[config.mk]
export PLATFORM = sky130hd
export DESIGN_NAME = kcs_ctrl
export DESIGN_NICKNAME = d
export VERILOG_FILES = /design/src/hdl/kcs_pkg.sv /design/src/hdl/kcs_ctrl.sv
export SDC_FILE = /design/constraint.sdc
export NUM_CORES = 1
export LEC_CHECK = 0
export ABC_AREA = 1
export BUFFER_PORTS_ARGS = -buffer_cell sky130_fd_sc_hd__buf_2
export CORE_AREA = 2 2 39 41
export CTS_CLUSTER_SIZE = 10
export DETAILED_ROUTE_END_ITERATION = 10
export DIE_AREA = 0 0 41 43
export GPL_TIMING_DRIVEN = 0
export PLACE_DENSITY = 0.72
export SYNTH_ARGS = -nofsm -noshare
export SYNTH_HDL_FRONTEND = slang
export SYNTH_SLANG_ARGS = --single-unit
export TNS_END_PERCENT = 5
[constraint.sdc]
create_clock -name clk -period 2.8 [get_ports clk]
set_clock_uncertainty 0.05 [all_clocks]
set_input_delay 0 -clock clk [delete_from_list [all_inputs] [get_ports clk]]
set_output_delay 0 -clock clk [all_outputs]
set_load 0.01 [all_outputs]
[src/hdl/kcs_pkg.sv]
// shared types, constants and codes for the keyframe curve sampler
package kcs_pkg;

  // default sizes of the key stores
  localparam int DEF_MAX_KEYS = 256;
  localparam int DEF_MAX_DIMS = 3;

  // field and datapath widths
  localparam int TW          = 16;  // q2.14 time or value
  localparam int DIFF_W      = 17;  // difference of two q2.14 words
  localparam int PROD_W      = 34;  // product of two differences
  localparam int NUM_W       = 34;  // rounded dividend 2|p| + |d|
  localparam int DEN2_W      = 18;  // doubled divisor 2|d|
  localparam int REM_W       = 19;  // divider remainder
  localparam int DIV_CNT_W   = 6;   // divider step counter
  localparam int SUM_W       = 36;  // value plus quotient before clamping
  localparam int DIM_COUNT_W = 2;
  localparam int KEY_COUNT_W = 9;

  // configuration port
  localparam int CFG_INDEX_W = 2;
  localparam int CFG_DATA_W  = 9;
  localparam logic [CFG_INDEX_W-1:0] CFG_DIM_COUNT = 2'd0;
  localparam logic [CFG_INDEX_W-1:0] CFG_KEY_COUNT = 2'd1;
  localparam logic [DIM_COUNT_W-1:0] DIM_COUNT_RESET = 2'd1;

  // item kinds and slot codes
  localparam logic KIND_WRITE  = 1'b0;
  localparam logic KIND_SAMPLE = 1'b1;
  localparam logic [1:0] SLOT_TIME = 2'd0;

  // key read address selection
  localparam logic [1:0] RD_FIRST = 2'd0;  // key 1
  localparam logic [1:0] RD_NEXT  = 2'd1;  // scan pointer plus one
  localparam logic [1:0] RD_PREV  = 2'd2;  // segment start key
  localparam logic [1:0] RD_CUR   = 2'd3;  // segment end key

  // saturation limits
  localparam logic signed [TW-1:0] Q_MAX = 16'sh7fff;
  localparam logic signed [TW-1:0] Q_MIN = 16'sh8000;

  // input item
  typedef struct packed {
    logic                 kind;
    logic [7:0]           key_index;
    logic [1:0]           slot;
    logic signed [TW-1:0] write_value;
    logic signed [TW-1:0] sample_time;
    logic [1:0]           dimension;
  } item_t;

  // result item
  typedef struct packed {
    logic signed [TW-1:0] sampled_value;
    logic                 status;
  } result_t;

  // controller to datapath commands
  typedef struct packed {
    logic       write;
    logic       load_sample;
    logic       scan_init;
    logic       scan_step;
    logic [1:0] rd_sel;
    logic       cap_prev;
    logic       cap_next;
    logic       mul;
    logic       div_init;
    logic       div_step;
    logic       res_err;
    logic       res_load;
  } cmd_t;

  // datapath to controller status
  typedef struct packed {
    logic reject;
    logic scan_more;
    logic den_zero;
    logic div_last;
  } sts_t;

endpackage

[src/hdl/kcs_ctrl.sv]
// sequencer for key writes, segment scan, fetch, multiply and divide
module kcs_ctrl
  import kcs_pkg::*;
(
  input  logic clk,
  input  logic rst,
  input  logic item_valid,
  input  logic item_kind,
  output logic item_ready,
  output logic result_valid,
  input  logic result_ready,
  input  sts_t sts,
  output cmd_t cmd
);

  localparam logic [3:0] S_IDLE    = 4'd0;
  localparam logic [3:0] S_REJECT  = 4'd1;
  localparam logic [3:0] S_SCAN0   = 4'd2;
  localparam logic [3:0] S_SCAN    = 4'd3;
  localparam logic [3:0] S_FETCH_P = 4'd4;
  localparam logic [3:0] S_FETCH_N = 4'd5;
  localparam logic [3:0] S_CAP_N   = 4'd6;
  localparam logic [3:0] S_MUL     = 4'd7;
  localparam logic [3:0] S_PREP    = 4'd8;
  localparam logic [3:0] S_DIV     = 4'd9;
  localparam logic [3:0] S_FINISH  = 4'd10;

  logic [3:0] state;
  logic [3:0] state_next;
  logic       out_free;
  logic       result_valid_next;

  assign out_free   = !result_valid || result_ready;
  assign item_ready = (state == S_IDLE);

  // next state and commands
  always_comb begin
    state_next = state;
    cmd        = '0;
    case (state)
      S_IDLE: begin
        if (item_valid) begin
          if (item_kind == KIND_WRITE) begin
            cmd.write = 1'b1;
          end else begin
            cmd.load_sample = 1'b1;
            state_next      = sts.reject ? S_REJECT : S_SCAN0;
          end
        end
      end
      S_REJECT: begin
        if (out_free) begin
          cmd.res_err = 1'b1;
          state_next  = S_IDLE;
        end
      end
      S_SCAN0: begin
        cmd.rd_sel    = RD_FIRST;
        cmd.scan_init = 1'b1;
        state_next    = S_SCAN;
      end
      S_SCAN: begin
        cmd.rd_sel = RD_NEXT;
        if (sts.scan_more) begin
          cmd.scan_step = 1'b1;
        end else begin
          state_next = S_FETCH_P;
        end
      end
      S_FETCH_P: begin
        cmd.rd_sel = RD_PREV;
        state_next = S_FETCH_N;
      end
      S_FETCH_N: begin
        cmd.rd_sel   = RD_CUR;
        cmd.cap_prev = 1'b1;
        state_next   = S_CAP_N;
      end
      S_CAP_N: begin
        cmd.cap_next = 1'b1;
        state_next   = S_MUL;
      end
      S_MUL: begin
        cmd.mul    = 1'b1;
        state_next = sts.den_zero ? S_FINISH : S_PREP;
      end
      S_PREP: begin
        cmd.div_init = 1'b1;
        state_next   = S_DIV;
      end
      S_DIV: begin
        cmd.div_step = 1'b1;
        if (sts.div_last) begin
          state_next = S_FINISH;
        end
      end
      S_FINISH: begin
        if (out_free) begin
          cmd.res_load = 1'b1;
          state_next   = S_IDLE;
        end
      end
      default: begin
        state_next = S_IDLE;
      end
    endcase
  end

  // result valid flag
  always_comb begin
    result_valid_next = result_valid;
    if (cmd.res_err || cmd.res_load) begin
      result_valid_next = 1'b1;
    end else if (result_ready) begin
      result_valid_next = 1'b0;
    end
  end

  always_ff @(posedge clk) begin
    if (rst) begin
      state        <= S_IDLE;
      result_valid <= 1'b0;
    end else begin
      state        <= state_next;
      result_valid <= result_valid_next;
    end
  end

endmodule

==> flow_summary.toml, run 1 <==
[global_routing]
grt_pass1_vias = 502
antenna_found_initial = 0
grt_overflow = 0
track_usage_pct = 15.05
grt_pass1_wl_mm = 1.842
grt_max_degree = 8

[layout]
num-fill-cells = 161
nets = 125
stdcell_count = 131
regArea_um2 = 100.1
drive_gt1_share_pct = 32.17
multi_input_area_um2 = 299.0
syn2layout_area_growth_pct = 37.23
antenna_cells = 0

[synthesis]
yosysSeqAreaShare_pct = 21.74
yosys.area.top_type = "dfxtp_1"
yosys-top-cells-count = "25 x nand2_1, 25 x nor2_1, 12 x inv_1"
synth_top_area_share_pct = 21.74
synthCells = 87
synthArstFlopShare_pct = 0
ys_types = 16
synth.net_count = 96
syn_avg_cell_area_um2 = 5.292
synth-seq-cells = 5
netlist_area_um2 = 460.4
yosys_warnings = 0
synth_flop_cell = "dfxtp_1"
synth_edf_count = 0
synth_area_leaders = "dfxtp_1 22%, nand2_1 20%, nor2_1 20%, inv_1 9.8%, nand2_4 4.9%"

[setup_path]
critPathCaptureType = "flop"
critPathRequiredTime_ns = 2.88
critPathKind = "flop to flop"
rr_worst_depth = 9
crit_path_max_fanout = 4
arrival_ns = 1.42
critPathLaunchType = "flop"

[cts]
cts_buffers = 3
h-tree-depth = 1
clk_latency_ns = 0.24
clockRootBuffer = "clkbuf_4"
cts_buffer_depth = 2
cts_resized = 0
cts_sinks = 5
cts_tree = "yes"
path_clk_slew_ns = 0.04

[floorplanning]
die_w_um = 41
die_h_um = 43
dieArea_mm2 = 0.001763
core_area_mm2 = 0.001384
row_count = 14
initial_core_util_pct = 33.27
io_pins = 24

[sta]
period_minus_slack_ns = 1.337
relSlewSlack_pct = 78.26
rsz0062_at_grt = "no"
final.setup.tns_ns = 0
hold_violations = 0
max_clock_freq_mhz = 747.8
tightest_slew_ns = 0.3249
setup-violations-final = 0
slew_viol_final = 0
finalCritPeriodShare_pct = 47.76

[placed_design]
place_congestion = 0.8501
place.port_buffers = 23
dp.cells = 126
dp_hpwl_um = 984.1

[power]
powerDensity_mw_per_mm2 = 980.8
vdd_drop_max_mv = 0.4639
leakagePower_nw = 0.4415

[worst_hold_path]
min_path_type = "primary input to flop"
hold_depth = 5

[drt]
ant_nets = 0
drtIter0Drc = 1
avgRoutedWirePerCell_um = 8.939
routed_wirelength_mm = 1.171
firstDrtPassIters = 2
drc = 0
vias = 573
vias_per_cell = 4.374

[job]
max_cap_viol_count = 0

[run_status]
status = "finished clean"
layout by cell type (no fill, tap or decap), drive strengths merged:
master       instances
nor2                28
clkbuf               4
clkinv               1
o21ai                2
inv                 15
a21oi                1
nand2               28
nand4                1
nand3b               1
dlygate4sd3          1
dfxtp                5
nand3                5
buf                 23
per-layer routing:
layer  wire length (µm)  GRT usage [%]  up-vias
met3                 53          1.571        0
met4                  0          8.000        0
li1                   -              -      318
met5                  0              0        -
met1                494          18.91      244
met2                622          23.75       11
metrics by stage:
stage               util [%]  total power, mW  hold slack (ns)  setup slack (ns)  instance area [µm²]
floorplan                  -           0.4269        -0.002469             1.618                460.4
global placement       43.04           0.5233           0.1202             1.501                595.6
detailed placement     43.04           0.5373           0.1233             1.479                595.6
CTS                    45.66           0.6262          0.06734             1.461                631.9
global route           45.66           0.6878           0.1104             1.260                631.9
finish                 45.66           0.6197          0.07550             1.463                631.9
final cells by class:
class / instances / share of cell area, %
timing repair buffer: 24 / 19.80
sequential: 5 / 15.84
clock buffer: 4 / 4.158
multi-input combinational: 66 / 47.33
inverter: 16 / 9.703
tap: 16 / 3.168
power breakdown:
| group | switching (mW) | internal [mW] | total [mW] |
|---|---|---|---|
| combinational | 0.262 | 0.146 | 0.408 |
| clock | 0.0287 | 0.0538 | 0.0825 |
| sequential | 0.0323 | 0.0971 | 0.129 |
| total | 0.323 | 0.297 | 0.620 |
path summary, 6_finish.rpt:
path | slack [ns] | startpoint | end
worst max-delay path | 1.46 | state[3]$_SDFFE_PP0P_ | state[0]$_SDFFE_PP0P_
worst min-delay path | 0.08 | sts[1] | state[1]$_SDFFE_PP0P_
worst max register to register | 1.46 | state[3]$_SDFFE_PP0P_ | state[0]$_SDFFE_PP0P_
worst min register to register | 0.49 | state[3]$_SDFFE_PP0P_ | state[3]$_SDFFE_PP0P_
registers in the layout, summed over array words and instances, names as in the netlist:
signal and count:
result_valid 1, state 4
worst max-delay path, stage by stage (launching register included):
cell and delay [ns]:
dfxtp_1 0.39, inv_2 0.08, nor2_2 0.16, nand2_1 0.12, nand2_2 0.10, nand2_4 0.08
nand2_4 0.09, nor2_4 0.04, nor2_1 0.08, nor2_1 0.05
cell families (layout without fill, tap and decap cells):
family	Yosys count	count (layout)	synth area share (%)
compound gates	3	3	3.260
buf+inv	16	44	13.31
flops	5	5	21.74
simple gates	63	63	61.69
repair_timing:
| item | CTS | global route |
|---|---|---|
| hold buffers | 1 | 0 |
| setup buffers | 0 | 0 |
| hold endpoints to repair | 3 | 0 |
No activity file was read; power rests on OpenSTA's default activity.
==> inputs of run 2 (changes only) <==
- clock period: 2.8 -> 1.26 ns (I/O delays scaled with it)
==> run 2 against run 1 <==
Effect of this change: the flow now finishes with violations (setup timing); critical path depth is 1 lower; sequential power increased to 2.8 times the previous value; non-clock buffer count is 6 higher; setup slack worse by 1.5 ns; largest power group unchanged; first-iteration DRC count grew to 16 times the previous value; clock power up 130%; routed wire length rose by 17%; via count increased by 11%.
==> flow_summary.toml, run 2 (synthesis results as in run 1) <==
[cts]
cts_buffers = 3
clk_latency_ns = 0.24
cts_buffer_depth = 2
clockRootBuffer = "clkbuf_4"
cts_tree = "yes"
h-tree-depth = 1
cts_sinks = 5
path_clk_slew_ns = 0.05

[placed_design]
post-place-ws_ns = -0.06138
place.port_buffers = 23
dp_hpwl_um = 984.1
place_congestion = 0.8501

[layout]
drive_gt1_share_pct = 50.41
largest_reg_flops = 4
antenna_cells = 0
nets = 131
num-fill-cells = 142
reg_top3 = "state (4), result_valid (1)"
layout_commonest_cell = "buf_2"
syn2layout_area_growth_pct = 64.40
layout_common_cells = "23 x buf_2, 21 x nand2_1, 19 x nor2_1"
multi_input_area_um2 = 359.1
regArea_um2 = 115.1
regMostFlops = "state"

[drt]
routed_wirelength_mm = 1.375
ant_nets = 0
vias = 638
vias_per_cell = 4.657
firstDrtPassIters = 5
avgRoutedWirePerCell_um = 10.04
drc = 0
drtIter0Drc = 16

[setup_path]
critPathLaunchType = "flop"
worstPathBufferInverterCount = 1
crit_path_max_fanout = 5
critPathKind = "flop to flop"
path_delay_family = "simple AND/OR/NAND/NOR gates"
critPathRequiredTime_ns = 1.34
max_stage_delay_ns = 0.36
crit_path_top_delay_cell = "dfxtp_4"
path_cells = "nor2_4 > nand3_2 > nand2_1 > clkinv_2 > nand2_4 > nor2_4 > nor2_1 > nor2_1"
arrival_ns = 1.36
critPathCaptureType = "flop"

[sta]
hold_violations = 0
slew_viol_final = 0
rsz0062_at_grt = "yes"
fin_ws_ns = -0.01895
relSlewSlack_pct = 86.02
setup-violations-final = 1
finalCritPeriodShare_pct = 101.5
max_clock_freq_mhz = 781.9
tightest_slew_ns = 0.2095
period_minus_slack_ns = 1.279
hold_slack_ns = 0.07473
final.setup.tns_ns = -0.01895

[floorplanning]
die_h_um = 43
row_count = 14
core_area_mm2 = 0.001384
io_pins = 24
die_w_um = 41
dieArea_mm2 = 0.001763
initial_core_util_pct = 33.27

[worst_hold_path]
min_path_type = "primary input to flop"

[power]
vdd_drop_max_mv = 1.119
powerDensity_mw_per_mm2 = 2302
leakagePower_nw = 0.4791

[global_routing]
grt_util_met1_pct = 18.39
grt_overflow = 0
top_usage_layer = "met2"
track_usage_pct = 15.58
antenna_found_initial = 0
grt_pass1_wl_mm = 1.897
grt_pass1_vias = 518
grtUsageMet2_pct = 25.94
grtUsageMet3_pct = 1.571
grt_max_degree = 8

[job]
max_cap_viol_count = 0

[run_status]
status = "finished, violations left"
violations = "setup timing"
## run 2: cell types whose count changed in the layout (fill, tap and decap cells not counted), moves of 4 or more
cell	previous run	this run
nor2_4	1	6
nand2_1	25	21
buf_4	0	6
dfxtp_4	0	4
dfxtp_1	5	1
nor2_1	25	19
nand2_2	1	5
## run 2: cell type report
cell class,count,share of cell area [%]
flip-flops and latches,5,15.21
inverters,16,8.760
well taps,16,2.645
repair buffers,30,22.48
multi-input cells,66,47.44
clock buffers,4,3.471
## run 2: repair_timing
action,CTS,global route
buffers inserted,0,6
hold buffers,1,0
endpoints found under the setup margin,10,13
pin swaps,0,8
endpoints found under the hold margin,3,0
gates resized for setup,7,22
## run 2: through the flow
stage | power [mW] | cell area (µm²) | cells | util (%)
floorplan | 0.9486 | 460.4 | 87 | -
detailed placement | 1.194 | 595.6 | 126 | 43.04
global placement | 1.163 | 595.6 | 126 | 43.04
global route | 1.904 | 757.0 | 137 | 54.70
finish | 1.742 | 757.0 | 137 | 54.70
CTS | 1.435 | 649.4 | 131 | 46.93
## run 2: where the power goes
part / switching, mW / total, mW / leakage [nW] / internal (mW)
Combinational: 0.688 / 1.19 / 0.420 / 0.501
Clock: 0.0661 / 0.186 / 0.0150 / 0.120
Sequential: 0.125 / 0.367 / 0.0438 / 0.242
Total: 0.879 / 1.74 / 0.479 / 0.863
## run 2: final timing paths
check / end / from / cells past startpoint / slack, ns
worst min-delay path: state[1]$_SDFFE_PP0P_ / sts[1] / 5 / 0.07
worst max-delay path: state[0]$_SDFFE_PP0P_ / state[3]$_SDFFE_PP0P_ / 8 / -0.02
worst min register to register: state[0]$_SDFFE_PP0P_ / state[0]$_SDFFE_PP0P_ / 2 / 0.52
worst max register to register: state[0]$_SDFFE_PP0P_ / state[3]$_SDFFE_PP0P_ / 8 / -0.02
## run 2: layer usage
metal	part of all wire, %	vias up
met5	0	-
li1	-	328
met1	40	287
met3	5.3	0
met2	55	23
met4	0	0
## run 2: worst min-delay path: cells and delay by family
kind | cells | cell delay [ns]
buffers and inverters | 1 | 0.08
AND/OR/NAND/NOR | 4 | 0.24
==> inputs of run 3 (changes only) <==
- CTS_CLUSTER_SIZE: 10 -> 28
- SETUP_SLACK_MARGIN: unset -> 0.5
==> run 3 against run 2 <==
Effect of this change: the run still ends with setup timing left; worst hold slack improved by 0.0068 ns; total power fell by 3.7%; count of clock-buffer cells in the layout did not move; utilization fell by 1.7 points; non-clock buffer count fell by 3; critical path depth rose by 1; cell count fell by 2.2%; register-to-register slack barely moved; via count fell by 6.6%; critical endpoint is now state[3]$_SDFFE_PP0P_; first-iteration DRC count fell by 88%; setup slack improved by 0.012 ns; routed wire length fell by 9.7%.
==> flow_summary.toml, run 3 (synthesis results as in run 1) <==
[floorplanning]
row_count = 14
die_w_um = 41
initial_core_util_pct = 33.27
dieArea_mm2 = 0.001763
core_area_mm2 = 0.001384
die_h_um = 43
io_pins = 24

[setup_path]
crit_path_top_delay_cell = "dfxtp_4"
worstPathBufferInverterCount = 2
critPathCaptureType = "flop"
path_delay_family = "simple AND/OR/NAND/NOR gates"
arrival_ns = 1.35
critPathLaunchType = "flop"
path_cells = "nand2_1 > inv_2 > nand3_1 > nand2_1 > clkinv_2 > nand2_4 > nor2_4 > nor2_2 > nor2_1"
max_stage_delay_ns = 0.40
critPathKind = "flop to flop"
crit_path_max_fanout = 7
critPathRequiredTime_ns = 1.34
crit_top_cell = "nand2_1"

[placed_design]
dp_hpwl_um = 964
placement.cell_area_um2 = 628.1
place_congestion = 0.8009
place.port_buffers = 23
post-place-ws_ns = 0.03863
dp.cells = 126

[power]
p_sw_uw = 829.2
switching_share_pct = 49.43
p_total_mw = 1.677
intPower_uw = 848.3
power_frac_seq_pct = 20.8
powerDensity_mw_per_mm2 = 2288
clkPwrFrac_pct = 11.0
leakagePower_nw = 0.4627
p_comb_share_pct = 68.2
vdd_drop_max_mv = 1.117

[sta]
finalCritPeriodShare_pct = 100.5
relSlewSlack_pct = 84.31
hold_violations = 0
setup-violations-final = 1
hold_slack_ns = 0.08152
fin_ws_ns = -0.006509
max_clock_freq_mhz = 789.6
tightest_slew_ns = 0.2328
final.setup.tns_ns = -0.006509
rsz0062_at_grt = "yes"
period_minus_slack_ns = 1.267
slew_viol_final = 0

[layout]
stdcell_count = 134
num-fill-cells = 147
layout_common_cells = "22 x buf_2, 21 x nand2_1, 15 x nor2_1"
largest_reg_flops = 4
syn2layout_area_growth_pct = 59.24
antenna_cells = 0
nets = 128
reg_top3 = "state (4), result_valid (1)"
stdcell_area_um2 = 733.2
drive_gt1_share_pct = 51.69
finish.utilization_pct = 52.98
regMostFlops = "state"
layout_commonest_cell = "buf_2"

[drt]
firstDrtPassIters = 4
avgRoutedWirePerCell_um = 9.261
drc = 0
met3_wirelength_um = 78
met2WireLength_um = 603
routed_wirelength_mm = 1.241
vias = 596
vias_per_cell = 4.448
ant_nets = 0
top_layer_used = "met3"
drtIter0Drc = 2
met1Wirelength_um = 559

[cts]
cts_buffer_depth = 2
clk_latency_ns = 0.24
path_clk_slew_ns = 0.05
clockRootBuffer = "clkbuf_4"
h-tree-depth = 1
cts_buffers = 3
cts_sinks = 5
cts_tree = "yes"

[worst_hold_path]
min_path_type = "primary input to flop"

[run_status]
violations = "setup timing"
status = "finished, violations left"

[job]
max_cap_viol_count = 0

[global_routing]
grt_overflow = 0
track_usage_pct = 15.35
grt_pass1_vias = 485
grt_pass1_wl_mm = 1.828
grt_max_degree = 8
antenna_found_initial = 0
==> run 3: layout make-up <==
| class | instances | area (µm²) | share of cell area, % |
|---|---|---|---|
| repair buffers | 27 | 157.7 | 21.50 |
| multi-input cells | 66 | 349.1 | 47.61 |
| inverters | 16 | 63.81 | 8.703 |
| well taps | 16 | 20.02 | 2.730 |
| clock buffers | 4 | 26.28 | 3.584 |
| flip-flops and latches | 5 | 116.4 | 15.87 |
==> run 3: what timing repair did <==
action | in CTS | in global routing
resized for setup | 7 | 12
endpoints found under the setup margin | 19 | 20
pin swaps | 2 | 9
hold buffers | 1 | 0
endpoints found under the hold margin | 4 | 0
buffers inserted | 2 | 1
==> run 3: worst paths after layout <==
kind	slack (ns)	endpoint	startpoint	cells after the start
worst max-delay path	-0.007	state[3]$_SDFFE_PP0P_	state[0]$_SDFFE_PP0P_	9
worst min-delay path	0.08	result_valid$_SDFFE_PP0P_	result_ready	4
worst max register to register	-0.007	state[3]$_SDFFE_PP0P_	state[0]$_SDFFE_PP0P_	9
worst min register to register	0.49	state[0]$_SDFFE_PP0P_	state[0]$_SDFFE_PP0P_	2
==> run 3: worst register-to-register path, stage by stage, from the launching register on <==
cell      delay (ns)
dfxtp_4         0.40
nand2_1         0.10
inv_2           0.07
nand3_1         0.08
nand2_1         0.09
clkinv_2        0.08
nand2_4         0.08
nor2_4          0.04
nor2_2          0.10
nor2_1          0.05
==> run 3: layer usage <==
| layer | global-route usage (%) | up-vias |
|---|---|---|
| li1 | - | 322 |
| met1 | 16.67 | 251 |
| met2 | 24.69 | 23 |
| met3 | 2.618 | 0 |
| met4 | 11.33 | 0 |
| met5 | 0 | - |
==> run 3: power groups by stage <==
stage / Sequential, mW / Clock [mW] / Combinational [mW]
6_report: 0.349 / 0.185 / 1.14
5_1_grt: 0.359 / 0.208 / 1.29
4_1_cts: 0.333 / 0.198 / 1.01
3_5_place_dp: 0.325 / 0 / 0.931
3_3_place_gp: 0.322 / 0 / 0.915
2_1_floorplan: 0.318 / 0 / 0.701
